**config.mk**
```make
export PLATFORM = sky130hd
export DESIGN_NAME = tpdds_front
export DESIGN_NICKNAME = d
export VERILOG_FILES = /design/src/rtl/core/tpdds_pkg.sv /design/src/rtl/core/tpdds_front.sv
export SDC_FILE = /design/constraint.sdc
export NUM_CORES = 1
export LEC_CHECK = 0
export CAP_MARGIN = 20
export CORE_ASPECT_RATIO = 1.5
export CORE_MARGIN = 8
export CORE_UTILIZATION = 35
export DETAILED_ROUTE_END_ITERATION = 10
export DONT_BUFFER_PORTS = 1
export PLACE_DENSITY = 0.6
export SYNTH_ARGS = -nofsm -noshare
export SYNTH_HDL_FRONTEND = slang
export SYNTH_SLANG_ARGS = --single-unit
```
**constraint.sdc**
```tcl
create_clock -name clk -period 3.5 [get_ports clk]
set_clock_uncertainty 0.2 [all_clocks]
set_input_delay 0.35 -clock clk [delete_from_list [all_inputs] [get_ports clk]]
set_output_delay 0.35 -clock clk [all_outputs]
set_load 0.03 [all_outputs]
```
**src/rtl/core/tpdds_pkg.sv**
```systemverilog
`timescale 1ns / 1ps

package tpdds_pkg;

	// payload widths fixed by the item fields
	localparam int PHASE_W = 32;
	localparam int IDX_W   = 10;
	localparam int CODE_W  = 12;
	localparam int REQ_W   = 2;

	// waveform table
	localparam int TBL_DEPTH = 1024;
	localparam int TBL_AW    = $clog2(TBL_DEPTH);
	// phase bits that address the table: floor(log2(depth))
	localparam int RD_BITS   = $clog2(TBL_DEPTH + 1) - 1;
	localparam logic [CODE_W-1:0] RESET_CODE = CODE_W'(1241);

	// request codes
	localparam logic [REQ_W-1:0] REQ_SAMPLE = REQ_W'(0);
	localparam logic [REQ_W-1:0] REQ_WRITE  = REQ_W'(1);
	localparam logic [REQ_W-1:0] REQ_PHASE  = REQ_W'(2);

	// queues
	localparam int CMDQ_DEPTH = 4;
	localparam int CMDQ_AW    = $clog2(CMDQ_DEPTH);
	localparam int CMDQ_CW    = $clog2(CMDQ_DEPTH + 1);
	localparam int OUTQ_DEPTH = 4;
	localparam int OUTQ_AW    = $clog2(OUTQ_DEPTH);
	localparam int OUTQ_CW    = $clog2(OUTQ_DEPTH + 1);

	typedef enum logic [1:0] {
		CMD_SAMPLE,
		CMD_WRITE,
		CMD_PHASE
	} cmd_kind_t;

	typedef struct packed {
		cmd_kind_t            kind;
		logic [TBL_AW-1:0]    addr;
		logic [CODE_W-1:0]    code;
		logic [PHASE_W-1:0]   phase;
	} cmd_t;

	typedef struct packed {
		logic                 clearing;
		logic [OUTQ_CW-1:0]   out_cnt;
		logic [1:0]           inflight;
	} back_stat_t;

endpackage

```
**src/rtl/core/tpdds_front.sv**
```systemverilog
`timescale 1ns / 1ps

module tpdds_front import tpdds_pkg::*; (
	input  logic                 clk,
	input  logic                 arst_n,
	input  logic                 push,
	output logic                 full,
	input  logic [REQ_W-1:0]     req_type,
	input  logic [IDX_W-1:0]     table_index,
	input  logic [CODE_W-1:0]    table_value,
	input  logic [PHASE_W-1:0]   phase_value,
	input  logic                 clearing,
	input  logic                 q_full,
	output logic                 q_push,
	output cmd_t                 q_cmd
);

	logic valid_s1;
	cmd_t cmd_s1;
	cmd_t cmd_cls;
	logic useful;
	logic accept;

	// classify the incoming item
	always_comb begin
		cmd_cls.kind  = CMD_SAMPLE;
		cmd_cls.addr  = TBL_AW'(table_index);
		cmd_cls.code  = table_value;
		cmd_cls.phase = phase_value;
		useful        = 1'b0;
		case (req_type)
			REQ_SAMPLE: begin
				cmd_cls.kind = CMD_SAMPLE;
				useful       = 1'b1;
			end
			REQ_WRITE: begin
				cmd_cls.kind = CMD_WRITE;
				useful       = (32'(table_index) < 32'(TBL_DEPTH));
			end
			REQ_PHASE: begin
				cmd_cls.kind = CMD_PHASE;
				useful       = 1'b1;
			end
			default: begin
				useful = 1'b0;
			end
		endcase
	end

	assign q_push = valid_s1 && !q_full;
	assign q_cmd  = cmd_s1;
	assign full   = clearing || (valid_s1 && q_full);
	assign accept = push && !full;

	always_ff @(posedge clk or negedge arst_n) begin
		if (!arst_n) begin
			valid_s1 <= 1'b0;
		end else if (accept) begin
			valid_s1 <= useful;
		end else if (q_push) begin
			valid_s1 <= 1'b0;
		end
	end

	always_ff @(posedge clk) begin
		if (accept) begin
			cmd_s1 <= cmd_cls;
		end
	end

endmodule

```
==> flow_metrics.tcl <==
set metrics [dict create \
    drc_errors 0 \
    cts.path.max_buffers 2 \
    insertion_delay_ns 0.32 \
    globalRoute.totalOverflow 0 \
    ys_seq_area_share_pct 96.33 \
    die_x_um 74.09 \
    cts_tree "done" \
    path_cells "a21oi_4 > buf_12" \
    finalCriticalPeriod_ns 1.927 \
    power_density_nw_per_um2 540.1 \
    end_kind "register" \
    cp_data_required_time_ns 3.31 \
    place_congestion 0.6557 \
    ys_top_cells_by_count "edfxtp_1 (56), nor2b_1 (3)" \
    fin_area_um2 2630 \
    dieHeight_um 103.1 \
    avgSynthCellArea_um2 26.84 \
    ff2ff_path_depth 2 \
    postLayoutCoreUtil_pct 54.25 \
    synth_edf_count 56 \
    clock.fmax_ghz 0.5189 \
    area_growth_pct 48.45 \
    ys_types 9 \
    netlist.area_leader.share_pct 94.92 \
    max-slew-margin-rel_pct 41.77 \
    timing.final.max_slew_violations 0 \
    outcome "finished, final reports clean" \
    core_area_um2 4848 \
    cts_num_sinks 57 \
    synth-main-ff-cell "edfxtp_1" \
    die-area_um2 7641 \
    viasPerCell 4.288 \
    max_cap_viol_count 0 \
    min_period_over_period_pct 55.07 \
    seq_area_um2 1707 \
    dr.first_iter.drc_count 46 \
    path_max_fanout 30 \
    cpMaxStageDelayCell "a21oi_4" \
    drt_wl_total_um 4466 \
    synthTopCellsByArea "edfxtp_1 (95%), dfrtp_1 (1.4%), nor2b_1 (1.1%)" \
    path_depth 2 \
    critPathKind "reg -> reg" \
    cts_hold_buf 59 \
    max_stage_delay_ns 0.71 \
    cp.arrival_ns 1.74 \
    drt_first_pass_iters 4 \
    start_util_pct 36.54 \
    worst_slack_ns 1.573 \
    netlist_area_um2 1772 \
    dp_hpwl_um 3003 \
    antenna_cells 0 \
    drive_gt1_share_pct 11.97 \
    wire_per_inst_um 21.47 \
    hold_class "in -> async" \
    async_flop_share_pct 1.754 \
    grt_usage_pct 11.95 \
    hold_violations 0 \
    hold-worst-slack_ns 0.03271 \
    dpl_worst_slack_ns 1.508 \
    ys_ff_latch 57 \
    cp_top_family "compound AO/OA/AOI/OAI gates" \
    cts_repair_resize_count 0 \
    synthesis.nets 127 \
    yosysWarnings 0 \
    clk_pin_slew_ns 0.06 \
    htreeDepth 3 \
    multiInputGateArea_um2 76.32 \
    post_cts_buffers 0 \
    post-synth-top-count-cell "edfxtp_1" \
    syn_inst 66 \
    numCtsBuffers 9 \
    nNetsFinal 198 \
    cp-start-kind "register" \
    tns_ns 0 \
    rows 31 \
    p_leak_uw 0.0009039 \
    ios 119 \
    io_buffers 0 \
    rsz0062_at_grt "no" \
    setup_violations 0 \
    grt_max_degree 31 \
    grt_pass1_wl_um 6023 \
    fillCellCount 383 \
    ant_nets 0 \
    num_vias 892 \
    path_buf_inv 1 \
    grt_antenna_before_repair 0 \
    cts_root_buf "clkbuf_8" \
    place_area_um2 1886 \
    max-vdd-ir-drop_uv 266.7 \
    synth_top_area_cell "edfxtp_1" \
    tightest_slew_ns 0.8715 \
    grt_pass1_vias 1022 \
]
final cells by class:
cell class / count / share of cell area (%)
clock buffer: 11 / 4.995
sequential: 57 / 64.89
multi-input combinational: 9 / 2.902
tap: 66 / 3.140
timing repair buffer: 60 / 23.22
clock inverter: 5 / 0.8563
registers in the layout, indices dropped and copies added (netlist names):
| register | flops |
|---|---|
| q_cmd | 56 |
| valid_s1 | 1 |
path summary, 6_finish.rpt:
kind	from	end	slack, ns
worst max-delay path	valid_s1	q_cmd[12]	1.57
worst min-delay path	arst_n	valid_s1	0.03
worst max register to register	valid_s1	q_cmd[12]	1.57
worst min register to register	valid_s1	q_cmd[6]	0.65
max in group asynchronous	arst_n	valid_s1	2.97
min in group clk	req_type[0]	q_cmd[54]	0.04
per-stage QoR:
stage / std cells / power (µW)
floorplan: 66 / 887.1
global placement: 133 / 899.8
detailed placement: 133 / 902.1
CTS: 208 / 1438
global route: 208 / 1476
finish: 208 / 1421
metal layers:
layer  up-vias  global-route usage [%]  part of all wire (%)
li1        403                       -                     -
met1       425                   9.849                    32
met2        59                   21.06                    58
met3         5                   6.719                   8.1
met4         0                   7.419                   1.7
met5         -                       0                     0
placed cells by master, fill, tap and decap left out:
master and count:
nand2b_4 1, clkinv_2 3, buf_12 1, clkbuf_8 9
clkbuf_1 2, dlygate4sd3_1 59, and2_4 1, o21ai_2 1
clkinv_1 2, nand2b_1 1, nor2b_1 3, a21oi_4 1
edfxtp_1 56, dfrtp_1 1, nand2_1 1
cells by family after synthesis:
group	Yosys count	share of synthesized area, %
AO/OA/AOI/OAI	2	0.7767
flip-flops	57	96.33
AND/OR/NAND/NOR	7	2.896
where the power goes:
group	internal [µW]	total, µW	leakage (µW)	switching, µW
sequential	790	859	0.000535	68.9
clock	248	480	0.0000819	232
combinational	51.5	82.3	0.000287	30.8
total	1090	1420	0.000904	331
Power figures use the tool's default switching activity.
