[config.mk]
export PLATFORM = sky130hd
export DESIGN_NAME = tpdds_cmd_q
export DESIGN_NICKNAME = d
export VERILOG_FILES = /design/src/rtl/core/tpdds_pkg.sv /design/src/rtl/core/tpdds_cmd_q.sv
export SDC_FILE = /design/constraint.sdc
export NUM_CORES = 1
export LEC_CHECK = 0
export ABC_AREA = 1
export ABC_CLOCK_PERIOD_IN_PS = 4200
export BUFFER_PORTS_ARGS = -buffer_cell sky130_fd_sc_hd__buf_4
export CAP_MARGIN = 15
export CELL_PAD_IN_SITES_DETAIL_PLACEMENT = 2
export CELL_PAD_IN_SITES_GLOBAL_PLACEMENT = 2
export CORE_UTILIZATION = 25
export CTS_CLUSTER_SIZE = 16
export DETAILED_ROUTE_END_ITERATION = 7
export PLACE_DENSITY = 0.57
export RECOVER_POWER = 50
export SLEW_MARGIN = 25
export SYNTH_ARGS = -nofsm -noshare
export SYNTH_HDL_FRONTEND = slang
export SYNTH_SLANG_ARGS = --single-unit
export TNS_END_PERCENT = 1
[constraint.sdc]
create_clock -name clk -period 4.2 [get_ports clk]
set_input_delay 0.21 -clock clk [delete_from_list [all_inputs] [get_ports clk]]
set_output_delay 0.21 -clock clk [all_outputs]
set_load 0.05 [all_outputs]
[src/rtl/core/tpdds_pkg.sv]
`timescale 1ns / 1ps

package tpdds_pkg;

	// payload widths fixed by the item fields
	localparam int PHASE_W = 32;
	localparam int IDX_W   = 10;
	localparam int CODE_W  = 12;
	localparam int REQ_W   = 2;

	// waveform table
	localparam int TBL_DEPTH = 1024;
	localparam int TBL_AW    = $clog2(TBL_DEPTH);
	// phase bits that address the table: floor(log2(depth))
	localparam int RD_BITS   = $clog2(TBL_DEPTH + 1) - 1;
	localparam logic [CODE_W-1:0] RESET_CODE = CODE_W'(1241);

	// request codes
	localparam logic [REQ_W-1:0] REQ_SAMPLE = REQ_W'(0);
	localparam logic [REQ_W-1:0] REQ_WRITE  = REQ_W'(1);
	localparam logic [REQ_W-1:0] REQ_PHASE  = REQ_W'(2);

	// queues
	localparam int CMDQ_DEPTH = 4;
	localparam int CMDQ_AW    = $clog2(CMDQ_DEPTH);
	localparam int CMDQ_CW    = $clog2(CMDQ_DEPTH + 1);
	localparam int OUTQ_DEPTH = 4;
	localparam int OUTQ_AW    = $clog2(OUTQ_DEPTH);
	localparam int OUTQ_CW    = $clog2(OUTQ_DEPTH + 1);

	typedef enum logic [1:0] {
		CMD_SAMPLE,
		CMD_WRITE,
		CMD_PHASE
	} cmd_kind_t;

	typedef struct packed {
		cmd_kind_t            kind;
		logic [TBL_AW-1:0]    addr;
		logic [CODE_W-1:0]    code;
		logic [PHASE_W-1:0]   phase;
	} cmd_t;

	typedef struct packed {
		logic                 clearing;
		logic [OUTQ_CW-1:0]   out_cnt;
		logic [1:0]           inflight;
	} back_stat_t;

endpackage

[src/rtl/core/tpdds_cmd_q.sv]
`timescale 1ns / 1ps

module tpdds_cmd_q import tpdds_pkg::*; (
	input  logic   clk,
	input  logic   arst_n,
	input  logic   wr_en,
	input  cmd_t   wr_cmd,
	output logic   q_full,
	input  logic   rd_en,
	output cmd_t   rd_cmd,
	output logic   q_empty
);

	cmd_t                slot_q [CMDQ_DEPTH];
	logic [CMDQ_AW-1:0]  wr_ptr_q;
	logic [CMDQ_AW-1:0]  rd_ptr_q;
	logic [CMDQ_CW-1:0]  cnt_q;
	logic                do_wr;
	logic                do_rd;

	assign q_full  = (cnt_q == CMDQ_CW'(CMDQ_DEPTH));
	assign q_empty = (cnt_q == '0);
	assign do_wr   = wr_en && !q_full;
	assign do_rd   = rd_en && !q_empty;
	assign rd_cmd  = slot_q[rd_ptr_q];

	always_ff @(posedge clk or negedge arst_n) begin
		if (!arst_n) begin
			wr_ptr_q <= '0;
			rd_ptr_q <= '0;
			cnt_q    <= '0;
		end else begin
			if (do_wr) begin
				wr_ptr_q <= (wr_ptr_q == CMDQ_AW'(CMDQ_DEPTH - 1)) ? '0 : wr_ptr_q + 1'b1;
			end
			if (do_rd) begin
				rd_ptr_q <= (rd_ptr_q == CMDQ_AW'(CMDQ_DEPTH - 1)) ? '0 : rd_ptr_q + 1'b1;
			end
			if (do_wr && !do_rd) begin
				cnt_q <= cnt_q + 1'b1;
			end else if (do_rd && !do_wr) begin
				cnt_q <= cnt_q - 1'b1;
			end
		end
	end

	always_ff @(posedge clk) begin
		if (do_wr) begin
			slot_q[wr_ptr_q] <= wr_cmd;
		end
	end

endmodule

==> flow_metrics.tcl <==
set metrics [dict create \
    drive_gt1_frac 0.188 \
    grt_max_degree 92 \
    post-route-min-period_ns 3.11 \
    routedWlPerCell_um 16.9 \
    clockBufferDepth 3 \
    clock_latency_ns 0.53 \
    synth_edf_count 224 \
    place.gp.congestion 0.683 \
    synth_common_cells "224 x edfxtp_1, 183 x nand2_1, 125 x inv_1, 59 x o211ai_2, 53 x o211ai_1" \
    endpoint_kind "output pin" \
    netlist_instances 714 \
    area_growth_pct 26.6 \
    synth-adder-area-share 0.00981 \
    grt-ovfl-total 0 \
    clockRootBuffer "clkbuf_16" \
    design_area_mm2 0.0123 \
    clockPowerShare 0.232 \
    ys.flop_type "edfxtp_1" \
    via_per_inst 4.20 \
    finClkSkew_ns 0.00647 \
    drc 0 \
    path_cells "clkinv_2 > buf_4 > o211ai_1 > nand2_1 > buf_4" \
    drt_wl_total_mm 24.1 \
    p_int_mw 5.59 \
    yosysMostFrequentCell "edfxtp_1" \
    period_share 0.742 \
    holdWs_ns 0.139 \
    synth_nets 781 \
    dpl.hpwl_mm 14.3 \
    maxCapViolCount 0 \
    synth_top_area_frac 0.694 \
    hold_viol_final 0 \
    crit_slowest_cell "clkinv_2" \
    synth-xor-area-share 0.000903 \
    ys_types 19 \
    grt_util_met2 0.215 \
    cp-start-kind "flop" \
    hp-class "primary input to async pin" \
    antenna_found_initial 1 \
    synthTopCellsByArea "edfxtp_1 69%, o211ai_2 7.6%, nand2_1 7.1%" \
    die_area_mm2 0.0396 \
    yosysWarningCount 0 \
    leakage_nw 4.71 \
    muxShareOfSynthArea 0 \
    crit_family "buffers and inverters" \
    ios 118 \
    arrival_ns 2.90 \
    num_rows 71 \
    ir_drop_v 0.000330 \
    powerDensity_mw_per_mm2 802 \
    place_inst 1316 \
    antenna_left 0 \
    ys_async_sr_fraction 0.0303 \
    cts_resized 0 \
    h-tree-depth 1 \
    place_area_mm2 0.0110 \
    tightest_slew_ns 1.35 \
    synth_seq_area_share 0.712 \
    grt_pass1_vias 6629 \
    core-area_mm2 0.0379 \
    use_met1 0.159 \
    die_w_um 199 \
    via_count 5993 \
    cts.sinks 231 \
    synth_area_per_cell_um2 13.6 \
    critPathMaxStageDelay_ns 0.80 \
    synth_top_family_by_area "compound AO/OA/AOI/OAI gates" \
    synth_compound_area_frac 0.118 \
    drt-initial-drc-count 171 \
    fmax_mhz 321 \
    cts_made_buffers 28 \
    synthSimpleGateAreaFrac 0.0774 \
    grt.busiest_layer "met2" \
    run_status "finished clean" \
    cp.required_ns 3.99 \
    port_buffers 117 \
    slew_viol_final 0 \
    cpMostUsedCell "buf_4" \
    grt_pass1_wl_mm 37.6 \
    die_y_um 199 \
    cts_setup_buffers 0 \
    cp_max_fo 36 \
    rsz0062_at_grt "no" \
    final_cells 1427 \
    drt_pass1_iterations 4 \
    initial_utilization 0.256 \
    setup_violations 0 \
    clk_pin_slew_ns 0.06 \
    use_met3 0.0226 \
    cts_tree "yes" \
    combPwrFrac 0.433 \
    ys_seq_elements 231 \
    relSlewSlack 0.0966 \
    fin_setup_tns_ns 0 \
    switching_power_mw 4.25 \
    worstSetupPathType "flop to output pin" \
    syn_area_mm2 0.00970 \
    power_mw 9.84 \
    fillCellCount 4041 \
    critPathBufInv 3 \
    fin_nets 961 \
    power_frac_seq 0.336 \
    grt_use_total 0.124 \
    swShare 0.432 \
    synth.largest_area_cell "edfxtp_1" \
]
==> logic make-up (layout without fill, tap and decap cells) <==
logic type | Yosys count | count (layout)
AO/OA/AOI/OAI | 113 | 113
XOR/XNOR | 1 | 1
adder cells (fa/ha/maj) | 7 | 7
flip-flops | 231 | 231
other | 0 | 1
buffers and inverters | 165 | 366
AND/OR/NAND/NOR | 197 | 197
==> timing repair <==
action / 4_1_cts / 5_1_grt
hold buffers: 59 / 0
hold endpoints to repair: 235 / 0
setup endpoints to repair: 0 / 0
==> state kept, by name (all words and copies together) (netlist names) <==
| register | cells |
|---|---|
| rd_ptr_q | 2 |
| slot_q | 224 |
| wr_ptr_q | 2 |
| cnt_q | 3 |
==> path summary, 6_finish.rpt <==
kind	startpoint	end	slack (ns)	cells after the start
setup / recovery	rd_ptr_q[1]	rd_cmd[9]	1.09	5
hold / removal	arst_n	wr_ptr_q[0]	0.14	2
setup reg to reg	cnt_q[0]	slot_q[2][29]	1.40	5
hold reg to reg	cnt_q[2]	cnt_q[2]	0.51	2
max in group asynchronous	arst_n	rd_ptr_q[0]	3.69	2
min in group clk	wr_cmd[20]	slot_q[1][20]	0.48	2
==> per-layer routing <==
layer | wire length (µm) | vias to the layer above
met5 | 0 | -
met4 | 427 | 0
met3 | 802 | 31
met2 | 11800 | 87
met1 | 11000 | 3044
li1 | - | 2831
==> cells in the final DEF (no fill, tap or decap), drive strengths merged <==
master / Yosys / routed
edfxtp: 224 / 224
nor2: 6 / 6
clkinvlp: 0 / 2
fa: 1 / 1
o211ai: 112 / 112
dfrtp: 7 / 7
clkinv: 0 / 16
buf: 35 / 69
nand4: 1 / 1
diode: 0 / 1
inv: 128 / 127
bufinv: 0 / 2
dlygate4sd3: 0 / 59
o21ai: 1 / 1
nand2: 183 / 183
clkbuf: 2 / 91
ha: 6 / 6
nand3: 7 / 7
xnor2: 1 / 1
==> metrics by stage <==
| stage | util | setup slack, ns |
|---|---|---|
| 2_1_floorplan | - | 0.666 |
| 6_report | 0.324 | 1.09 |
| 3_3_place_gp | 0.291 | 1.50 |
| 4_1_cts | 0.330 | 0.902 |
| 3_5_place_dp | 0.291 | 1.49 |
| 5_1_grt | 0.324 | 0.835 |
==> power groups by stage <==
stage | Combinational [mW] | Clock (mW) | Sequential, mW
floorplan | 3.26 | 0 | 3.22
global placement | 4.33 | 0 | 3.34
detailed placement | 4.38 | 0 | 3.36
CTS | 4.44 | 2.37 | 3.32
global route | 4.61 | 2.46 | 3.35
finish | 4.26 | 2.28 | 3.30
==> final cells by class <==
cell class | instances | area, µm² | area share
diodes | 1 | 2.50 | 0.000204
clock inverters | 19 | 138 | 0.0112
repair buffers | 187 | 1360 | 0.110
well taps | 511 | 639 | 0.0521
clock buffers | 32 | 737 | 0.0600
flip-flops and latches | 231 | 6910 | 0.563
multi-input cells | 318 | 2010 | 0.164
inverters | 128 | 482 | 0.0392
==> worst reg2reg max path, stage by stage (launching register included) <==
cell and delay, ns:
dfrtp_1 0.43, inv_1 0.09, nand3_1 0.14, nand2_1 0.27
nor2_1 1.10, buf_12 0.41
(Power assumes the default switching activity.)
